`src/sv/lkvc_pkg.sv`:
```
// ----------------------------------------------------------------------------
// lkvc_pkg
// Shared constants, request codes and control structs for the LRU cache.
// ----------------------------------------------------------------------------
package lkvc_pkg;

  localparam int ENTRIES   = 16;                       // built depth
  localparam int IDX_W     = $clog2(ENTRIES);          // slot index / rank width
  localparam int CAP_W     = $clog2(ENTRIES + 1);      // holds 0..ENTRIES
  localparam int KEY_W     = 31;
  localparam int VAL_W     = 32;
  localparam int CFG_W     = 5;
  localparam int CAP_RESET = (16 > ENTRIES) ? ENTRIES : 16;

  localparam logic REQ_ADD    = 1'b0;
  localparam logic REQ_ACCESS = 1'b1;

  // controller -> datapath
  typedef struct packed {
    logic load;     // capture the incoming request
    logic commit;   // apply the held request, load result if an access
  } cmd_t;

  // datapath -> controller
  typedef struct packed {
    logic res_blocked;  // access held back: result register still occupied
  } status_t;

endpackage

```
`src/sv/lkvc_ctrl.sv`:
```
// ----------------------------------------------------------------------------
// lkvc_ctrl
// Two-state sequencer: take a request, then execute it once the result side
// has room.
// ----------------------------------------------------------------------------
module lkvc_ctrl (
  input  logic             clk,
  input  logic             rst,
  input  logic             req_valid,
  input  lkvc_pkg::status_t st,
  output logic             req_stall,
  output lkvc_pkg::cmd_t    cmd
);

  typedef enum logic {
    S_IDLE,
    S_EXEC
  } state_t;

  state_t state;

  always_comb begin
    cmd.load   = (state == S_IDLE) && req_valid;
    cmd.commit = (state == S_EXEC) && !st.res_blocked;
  end

  always_ff @(posedge clk) begin
    if (rst) begin
      state     <= S_IDLE;
      req_stall <= 1'b0;
    end else begin
      unique case (state)
        S_IDLE: begin
          if (req_valid) begin
            state     <= S_EXEC;
            req_stall <= 1'b1;
          end
        end
        S_EXEC: begin
          if (!st.res_blocked) begin
            state     <= S_IDLE;
            req_stall <= 1'b0;
          end
        end
      endcase
    end
  end

`ifndef SYNTH
  a_load_then_exec: assert property (@(posedge clk) disable iff (rst)
    cmd.load |=> (cmd.commit || st.res_blocked))
    else $error("request taken but not executed next cycle");

  a_commit_frees: assert property (@(posedge clk) disable iff (rst)
    cmd.commit |=> !req_stall)
    else $error("request side still stalled after commit");

  a_stall_in_exec: assert property (@(posedge clk) disable iff (rst)
    req_stall == (state == S_EXEC))
    else $error("request stall out of step with state");
`endif

endmodule

```
`src/sv/lkvc_datapath.sv`:
```
// ----------------------------------------------------------------------------
// lkvc_datapath
// Entry store, parallel key match, victim pick, recency ranks and result
// register.
// ----------------------------------------------------------------------------
module lkvc_datapath (
  input  logic                           clk,
  input  logic                           rst,
  input  lkvc_pkg::cmd_t                 cmd,
  output lkvc_pkg::status_t              st,
  input  logic                           cfg_we,
  input  logic [lkvc_pkg::CFG_W-1:0]     cfg_wdata,
  input  logic                           req_type,
  input  logic [lkvc_pkg::KEY_W-1:0]     key,
  input  logic signed [lkvc_pkg::VAL_W-1:0] value,
  output logic                           res_valid,
  input  logic                           res_stall,
  output logic                           hit,
  output logic signed [lkvc_pkg::VAL_W-1:0] read_value
);

  localparam int N  = lkvc_pkg::ENTRIES;
  localparam int IW = lkvc_pkg::IDX_W;
  localparam int CW = lkvc_pkg::CAP_W;

  // entry store
  logic [N-1:0]                  valid;
  logic [lkvc_pkg::KEY_W-1:0]    keys   [N];
  logic [lkvc_pkg::VAL_W-1:0]    vals   [N];
  logic [IW-1:0]                 rank   [N];
  logic [CW-1:0]                 fill_count;
  logic [CW-1:0]                 cap;

  // held request
  logic                          req_type_q;
  logic [lkvc_pkg::KEY_W-1:0]    key_q;
  logic [lkvc_pkg::VAL_W-1:0]    value_q;

  // decode
  logic [CW-1:0]  cap_wr;
  logic [N-1:0]   elig;
  logic [N-1:0]   match;
  logic [N-1:0]   victim_oh;
  logic           found;
  logic           have;
  logic           full;
  logic           is_add;
  logic           do_insert;
  logic           do_replace;
  logic           do_touch;
  logic [IW-1:0]  f_idx;
  logic [IW-1:0]  vic_idx;
  logic [IW-1:0]  fill_idx;
  logic [IW-1:0]  tgt;
  logic [IW-1:0]  tgt_rank;

  // capacity saturates on write: 0 acts as 1, above depth acts as depth
  always_comb begin
    if (cfg_wdata == '0)
      cap_wr = CW'(1);
    else if (32'(cfg_wdata) > 32'(N))
      cap_wr = CW'(N);
    else
      cap_wr = CW'(cfg_wdata);
  end

  always_comb begin
    for (int i = 0; i < N; i++) begin
      elig[i]  = valid[i] && (CW'(i) < cap);
      match[i] = elig[i] && (keys[i] == key_q);
    end
  end

  // lowest matching slot wins
  always_comb begin
    f_idx = '0;
    for (int i = N - 1; i >= 0; i--) begin
      if (match[i]) f_idx = IW'(i);
    end
  end

  // victim: eligible slot whose rank beats every other eligible slot
  always_comb begin
    for (int i = 0; i < N; i++) begin
      victim_oh[i] = elig[i];
      for (int j = 0; j < N; j++) begin
        if (j != i && elig[j] && !(rank[i] > rank[j])) victim_oh[i] = 1'b0;
      end
    end
  end

  always_comb begin
    vic_idx = '0;
    for (int i = 0; i < N; i++) begin
      if (victim_oh[i]) vic_idx = vic_idx | IW'(i);
    end
  end

  always_comb begin
    found      = |match;
    have       = |victim_oh;
    full       = !(fill_count < cap);
    is_add     = (req_type_q == lkvc_pkg::REQ_ADD);
    fill_idx   = fill_count[IW-1:0];
    do_insert  = is_add && !found && !full;
    do_replace = is_add && !found && full && have;
    do_touch   = found || do_replace;
    tgt        = found ? f_idx : vic_idx;
    tgt_rank   = rank[tgt];
    st.res_blocked = !is_add && res_valid && res_stall;
  end

  // control state
  always_ff @(posedge clk) begin
    if (rst) begin
      valid      <= '0;
      fill_count <= '0;
      cap        <= CW'(lkvc_pkg::CAP_RESET);
      res_valid  <= 1'b0;
    end else begin
      if (cfg_we) cap <= cap_wr;
      // a new access result replaces one taken at this same edge
      if (cmd.commit && !is_add) begin
        res_valid <= 1'b1;
      end else if (!res_stall) begin
        res_valid <= 1'b0;
      end
      if (cmd.commit && do_insert) begin
        valid[fill_idx] <= 1'b1;
        fill_count      <= fill_count + CW'(1);
      end
    end
  end

  // payload
  always_ff @(posedge clk) begin
    if (cmd.load) begin
      req_type_q <= req_type;
      key_q      <= key;
      value_q    <= value;
    end
    if (cmd.commit) begin
      if (do_insert) begin
        keys[fill_idx] <= key_q;
        vals[fill_idx] <= value_q;
        for (int i = 0; i < N; i++) begin
          if (valid[i]) rank[i] <= rank[i] + IW'(1);
        end
        rank[fill_idx] <= '0;
      end
      if (do_touch) begin
        if (is_add) vals[tgt] <= value_q;
        if (do_replace) keys[tgt] <= key_q;
        for (int i = 0; i < N; i++) begin
          if (valid[i] && IW'(i) != tgt && rank[i] < tgt_rank)
            rank[i] <= rank[i] + IW'(1);
        end
        rank[tgt] <= '0;
      end
      if (!is_add) begin
        hit        <= found;
        read_value <= found ? vals[f_idx] : '1;
      end
    end
  end

`ifndef SYNTH
  a_victim_unique: assert property (@(posedge clk) disable iff (rst)
    $onehot0(victim_oh))
    else $error("recency ranks of eligible slots collide");

  a_insert_free_slot: assert property (@(posedge clk) disable iff (rst)
    (cmd.commit && do_insert) |-> !valid[fill_idx])
    else $error("fill slot already in use");

  a_add_no_result: assert property (@(posedge clk) disable iff (rst)
    (cmd.commit && is_add && !res_valid) |=> !res_valid)
    else $error("add request produced a result");
`endif

endmodule

```
`src/sv/lru_key_value_cache.sv`:
```
// ----------------------------------------------------------------------------
// lru_key_value_cache
// Fully associative key/value cache with least-recently-used replacement.
// ----------------------------------------------------------------------------
// Flow: a new request is taken only once the last has executed (take, then
//   execute against the entry registers: one parallel key compare and rank
//   update per request). An access result is registered when it executes.
// An access waits in execute while the previous result is still stalled.
// Reset (synchronous, rst high): all entries invalid, fill count zero,
//   capacity at its full value; no clearing pass, ready at once.
// ----------------------------------------------------------------------------
module lru_key_value_cache (
  input  logic                              clk,
  input  logic                              rst,
  // configuration: capacity register
  input  logic                              cfg_we,
  input  logic [lkvc_pkg::CFG_W-1:0]        cfg_wdata,
  // request channel
  input  logic                              req_valid,
  output logic                              req_stall,
  input  logic                              req_type,
  input  logic [lkvc_pkg::KEY_W-1:0]        key,
  input  logic signed [lkvc_pkg::VAL_W-1:0] value,
  // result channel
  output logic                              res_valid,
  input  logic                              res_stall,
  output logic                              hit,
  output logic signed [lkvc_pkg::VAL_W-1:0] read_value
);

  lkvc_pkg::cmd_t    cmd;
  lkvc_pkg::status_t st;

  // Sequencer: idle -> execute -> idle. The request is captured on the
  // idle cycle, and applied on the execute cycle unless an access result
  // would overwrite one still waiting at the output.
  lkvc_ctrl u_ctrl (
    .clk       (clk),
    .rst       (rst),
    .req_valid (req_valid),
    .st        (st),
    .req_stall (req_stall),
    .cmd       (cmd)
  );

  // Datapath: entry registers with a compare per slot, victim pick from
  // pairwise rank compares, rank aging, and the result register that
  // decouples the result side from the request side.
  // Adds never produce a result; a miss returns hit low and all ones.
  lkvc_datapath u_dp (
    .clk        (clk),
    .rst        (rst),
    .cmd        (cmd),
    .st         (st),
    .cfg_we     (cfg_we),
    .cfg_wdata  (cfg_wdata),
    .req_type   (req_type),
    .key        (key),
    .value      (value),
    .res_valid  (res_valid),
    .res_stall  (res_stall),
    .hit        (hit),
    .read_value (read_value)
  );

endmodule

```
`config.mk`:
```
export PLATFORM = sky130hd
export DESIGN_NAME = lru_key_value_cache
export DESIGN_NICKNAME = d
export VERILOG_FILES = /design/src/sv/lkvc_pkg.sv /design/src/sv/lkvc_ctrl.sv /design/src/sv/lkvc_datapath.sv /design/src/sv/lru_key_value_cache.sv
export SDC_FILE = /design/constraint.sdc
export NUM_CORES = 2
export LEC_CHECK = 0
export ABC_AREA = 1
export BUFFER_PORTS_ARGS = -buffer_cell sky130_fd_sc_hd__buf_2
export CORE_MARGIN = 2
export CORE_UTILIZATION = 30
export DETAILED_ROUTE_END_ITERATION = 8
export GPL_ROUTABILITY_DRIVEN = 0
export PLACE_DENSITY = 0.43
export RECOVER_POWER = 25
export SLEW_MARGIN = 20
export SYNTH_ARGS = -nofsm -noshare
export SYNTH_HDL_FRONTEND = slang
export SYNTH_SLANG_ARGS = --single-unit
```
`constraint.sdc`:
```
create_clock -name clk -period 7.2 [get_ports clk]
set_input_delay 0.72 -clock clk [delete_from_list [all_inputs] [get_ports clk]]
set_output_delay 0.72 -clock clk [all_outputs]
set_load 0.02 [all_outputs]
```
Word level (Yosys, flattened, before mapping)
Memory sizes are Yosys's and may differ from the RTL's. A register that Yosys moved wholly into a read port is not among the register bits.
Cells that the tools add are included.
{"block": "totals", "in_bits": 74, "ff_bits": 94, "ramBits": 1072, "n_memories": 3}
{"block": "op_classes", "mux": 451, "add_sub_neg": 17, "reduce_logical": 569, "n_eq_ne": 34, "n_bitwise": 19, "n_lt_le_gt_ge": 276}
{"name": "u_dp.vals", "words": 16, "width": 32, "rd": 1, "rd_clocked_by_memory_dff": 1, "write_ports": 1, "line_no": "lkvc_datapath.sv:29", "rtl": "logic [lkvc_pkg::VAL_W-1:0] vals [N];"}
{"name": "u_dp.keys", "words": 16, "width": 31, "rd": 16, "rd_clocked_by_memory_dff": 0, "write_ports": 1, "line_no": "lkvc_datapath.sv:28", "rtl": "logic [lkvc_pkg::KEY_W-1:0] keys [N];"}
{"name": "u_dp.rank", "words": 16, "width": 4, "rd": 17, "rd_clocked_by_memory_dff": 0, "write_ports": 17, "line_no": "lkvc_datapath.sv:30", "rtl": "logic [IW-1:0] rank [N];"}
{"op": "greater-than comparator 4 bit", "n": 240}
{"op": "== test 31 bit", "n": 16}
{"op": "two-way mux 1 bit", "n": 393}
{"op": "logical AND 1 bit", "n": 315}
{"op": "logical NOT 1 bit", "n": 244}
{"op": "two-way mux 4 bit", "n": 45}
{"op": "adder 4 x 1 -> 4 bit (second input constant)", "n": 16}
{"op": "less-than comparator 4 bit", "n": 16}
{"op": "less-than comparator 4 x 5 -> 1 bit (first input constant)", "n": 8}
{"op": "two-way mux 32 bit", "n": 1}
{"op": "inequality test 4 bit (first input constant)", "n": 8}
{"op": "OR reduction 16 bit", "n": 2}
{"op": "OR reduction 32 bit", "n": 1}
{"op": "two-way mux 31 bit", "n": 1}
{"op": "OR reduction 31 bit", "n": 1}
{"op": "less-than comparator 3 x 5 -> 1 bit (first input constant)", "n": 4}
{"op": "inequality test 3 x 4 -> 1 bit (first input constant)", "n": 4}
{"op": "OR 1 bit", "n": 16}
{"op": "OR 16 bit", "n": 1}
{"op": "two-way mux 3 bit", "n": 4}
{"op": "less-than comparator 1 x 5 -> 1 bit (first input constant)", "n": 2}
{"op": "less-than comparator 2 x 5 -> 1 bit (first input constant)", "n": 2}
{"op": "two-way mux 5 bit", "n": 2}
{"op": "inequality test 2 x 4 -> 1 bit (first input constant)", "n": 2}
{"op": "other kinds (17)", "n": 22}

Longest topological paths before layout
An unclocked memory read counts as a cell.
{"block": "logic_depth", "word_depth": 43, "depth_mapped": 42}

Modules after synthesis
A second synthesis with hierarchy kept.
{"block": "hier_totals", "hier_cells": 6172, "hier_area_um2": 65759.3}
{"module": "lkvc_datapath", "cells_each": 6158, "seq_area_each_um2": 35003.6, "area_each_um2": 65664.2, "instances": 1}
{"module": "lkvc_ctrl", "cells_each": 14, "seq_area_each_um2": 40.0, "area_each_um2": 95.1, "instances": 1}

Worst setup path after synthesis
OpenSTA, ideal clock, no wires.
{"block": "synth_path", "path_type": "reg2reg", "startpoint": "register u_dp.key_q[14] (netlist bit)", "endpoint": "memory u_dp.rank[10][0] (netlist bit)", "path_stages_with_launch": 27, "t_arrival_ns": 5.449, "setup_slack_ns": 1.681, "t_required_ns": 7.130, "path_cell_list": "edfxtp_1 buf_2 buf_6 xnor2_1 nand2_1 or4_1 nor2_1 nand4_1 nand3_1 nand3_1 nand3_2 o21ai_1 o21ai_1 buf_2 nor2_1 clkbuf_1 a22oi_1 o221ai_1 a221oi_1 ha_1 a21oi_1 nand4_1 inv_1 nand2_1 nand2_1 nand2_1 a21oi_1"}
{"element": "start, declared", "line_no": "lkvc_datapath.sv:36", "rtl": "logic [lkvc_pkg::KEY_W-1:0] key_q;"}
{"element": "start signal, assigned", "line_no": "lkvc_datapath.sv:139", "rtl": "key_q <= key;"}
{"element": "end, declared", "line_no": "lkvc_datapath.sv:30"}

==> impl_metrics.ini <==
[finish]
final_nets = 7389
area_growth_pct = 16.7
final_common_cell = edfxtp_1
drive_above_1_share = 0.116
num-fill-cells = 21932
instances_no_fill = 9834
most-common-layout-cells = 1105 x edfxtp_1, 1050 x nand2_1, 552 x ha_1

[min_path]
hold_path.class = input pin to flip-flop

[route]
vias = 52163
drt_iter0_drc = 5101
routed_wl_um = 260000
vias_per_cell = 5.30
drc = 0
drt_pass1_iterations = 8
detail-route-antenna-nets = 0
wl_per_cell_um = 26.5

[logic_synthesis]
synth_cell_types = 75
synth_xor_area_frac = 0.0605
synth_top_area_cell = edfxtp_1
avgSynthCellArea_um2 = 10.5
synth_top_family_by_area = simple AND/OR/NAND/NOR gates
synth.cell_area_um2 = 66600
ys_warn_count = 0
ys_seq_area_frac = 0.526
synth_top_area_frac = 0.498
synth_edf_count = 1105
synth_area_leaders = edfxtp_1 50%, ha_1 10%, nand2_1 5.9%, xnor2_1 4.2%, inv_1 2.9%
yosys.area_share.adder = 0.104
yosys.area_share.simple = 0.167
netlist_instances = 6362
synth_seq_cells = 1198
synth.net_count = 6988
synthMuxAreaShare = 0.00481
synth_flop_cell = edfxtp_1
postSynth.asyncResetShare = 0
synth-compound-area-share = 0.0897

[pwr]
leakage_nw = 29.7
peakVddDrop_mv = 0.246
p_seq_frac = 0.481
power.internal_mw = 12.1
powerDensity_nw_per_um2 = 209
switching_share = 0.251
net-switching-power_mw = 4.08
p_comb_frac = 0.079
p_clk_frac = 0.440

[clocking]
cts_setup_buffers = 0
cts_root_buf = clkbuf_16
numCtsBuffers = 139
htreeDepth = 4
cts.repair.resized = 0
clockBufferDepth = 3
holdBufCountCts = 0
clock_latency_ps = 800
cts_sinks = 1198
cts_tree = done
path_clk_slew_ps = 60

[critical_path]
cpPeakStageDelay_ps = 840
worstSetupEndpoint = u_dp.rank[7][0]$_SDFFE_PP0P_
ff2ff_setup_slack_ps = 620
reg2reg_depth = 28
r2r-start = u_dp.key_q[16]$_DFFE_PP_
slowest_stage = clkbuf_1
cp-startpoint = u_dp.key_q[16]$_DFFE_PP_
cp_max_fo = 11
worstPathArrival_ps = 7290
worstSetupPathDepth = 28
cp_data_required_time_ps = 7910
crit_buf_inv = 7
cpLargestDelayFamily = buffers and inverters
worstSetupEndpointType = flip-flop
rr_endpoint = u_dp.rank[7][0]$_SDFFE_PP0P_
crit_path_start_kind = flip-flop
worstSetupPathType = flip-flop to flip-flop

[global_route]
overflow = 0
grt_use_total = 0.227
antenna_found_initial = 6
grt_pass1_wl_um = 371000
grt_max_degree = 139
grt_pass1_vias = 50792

[placement]
dp_cells = 9580
io_buffers = 108
dp_hpwl_um = 182000

[timing]
grt_setup_unrepaired = false
final.period_utilization = 0.914
slew_headroom = 0.266
period_minus_slack_ps = 6580
tns_ps = 0
fin_skew_ps = 47.6
maxSlewViolCount = 0
tightest_slew_ps = 1100
setup_violations = 0
hold_viol_final = 0
max_freq_mhz = 152

[flow_run]
maxCapViolCount = 0

[floorplan]
io_pins = 109
die_h_um = 475
core.rowCount = 172
initial_core_util = 0.302
core_um2 = 220000
design.die.area_um2 = 226000
dieWidth_um = 475

[status]
status = complete, no violations
## how the worst min path moves through the flow
| stage | start | end | slack [ps] | cells after the start |
|---|---|---|---|---|
| final | value[19] | u_dp.value_q[19]$_DFFE_PP_ | 90 | 1 |
| after global placement | u_dp.fill_count[4]$_SDFFE_PP0P_ | u_dp.fill_count[4]$_SDFFE_PP0P_ | 470 | 1 |
| after detailed placement | u_dp.fill_count[4]$_SDFFE_PP0P_ | u_dp.fill_count[4]$_SDFFE_PP0P_ | 470 | 1 |
| after CTS | key[10] | u_dp.key_q[10]$_DFFE_PP_ | 20 | 1 |
| after global routing | key[10] | u_dp.key_q[10]$_DFFE_PP_ | 40 | 1 |
| after floorplan | u_dp.fill_count[4]$_SDFFE_PP0P_ | u_dp.fill_count[4]$_SDFFE_PP0P_ | 430 | 1 |
## synthesized netlist by cell type (12+ instances only)
cell type	number
o221ai_1	68
buf_2	49
nor2_1	491
nand2_4	18
o311ai_0	31
nand2_1	1053
a22o_1	13
nor3_1	83
xor2_1	128
nand3_1	305
buf_6	42
nand2_2	21
o211ai_1	125
nand4_1	239
inv_2	22
ha_1	552
a21oi_1	363
dfxtp_1	93
o2111ai_1	40
xnor2_1	317
nor4_1	93
o21ai_0	232
edfxtp_1	1105
inv_1	514
a221oi_1	20
or2_2	32
mux2i_1	32
nor3b_1	12
clkbuf_1	88
buf_4	14
## per-layer routing
layer	share of wire	GRT usage
met5	0	0
met4	0.037	0.0797
met3	0.058	0.0278
met2	0.45	0.362
met1	0.45	0.317
## worst reg2reg max path, delay by kind of cell, from the launching register on
kind                     cells  cell delay (ps)
XOR/XNOR                     1              380
AND/OR/NAND/NOR             12             1840
AO/OA/AOI/OAI                7             1720
adder cells (fa/ha/maj)      1              250
flip-flops                   1              420
buffers and inverters        7             1890
## cell type report
| type | count | area (um2) | share of cell area |
|---|---|---|---|
| Tap cell | 2958 | 3700 | 0.0476 |
| Antenna cell | 3 | 7.51 | 0.0000966 |
| Inverter | 539 | 2020 | 0.0260 |
| Sequential cell | 1198 | 35000 | 0.451 |
| Clock inverter | 83 | 976 | 0.0126 |
| Clock buffer | 168 | 3600 | 0.0463 |
| Multi-Input combinational cell | 4429 | 28600 | 0.369 |
| Timing Repair Buffer | 456 | 3710 | 0.0477 |
## state kept, by name, indices dropped and copies added, names as in the netlist, 5 cells and up
| signal | flops |
|---|---|
| u_dp.fill_count | 5 |
| u_dp.vals | 512 |
| u_dp.cap | 5 |
| u_dp.read_value | 32 |
| u_dp.valid | 16 |
| u_dp.key_q | 31 |
| u_dp.value_q | 32 |
| u_dp.keys | 496 |
| u_dp.rank | 64 |
## metrics by stage
stage	worst slack (ps)	area, um2	utilization	power (mW)	hold WS (ps)
after floorplan	1680	66600	-	8.67	426
after global placement	513	73100	0.332	9.22	472
after detailed placement	863	73200	0.332	9.23	468
after CTS	773	77700	0.353	16.4	22.9
after global routing	252	77700	0.353	16.8	44.8
final	620	77700	0.353	16.2	93.9
## power by group through the flow
stage | combinational [mW] | clock [mW] | sequential [mW]
global placement | 1.27 | 0 | 7.95
CTS | 1.29 | 7.30 | 7.80
floorplan | 0.762 | 0 | 7.91
finish | 1.29 | 7.14 | 7.80
global route | 1.41 | 7.58 | 7.81
detailed placement | 1.28 | 0 | 7.95
## logic make-up after synthesis
logic type,count (synthesis)
AOI/OAI and AO/OA,967
xor gates and xnor gates,453
adders and majority gates,552
buffers and inverters,735
DFF,1198
muxes,32
and+or+nand+nor,2425
No activity file was read; power rests on OpenSTA's default activity.
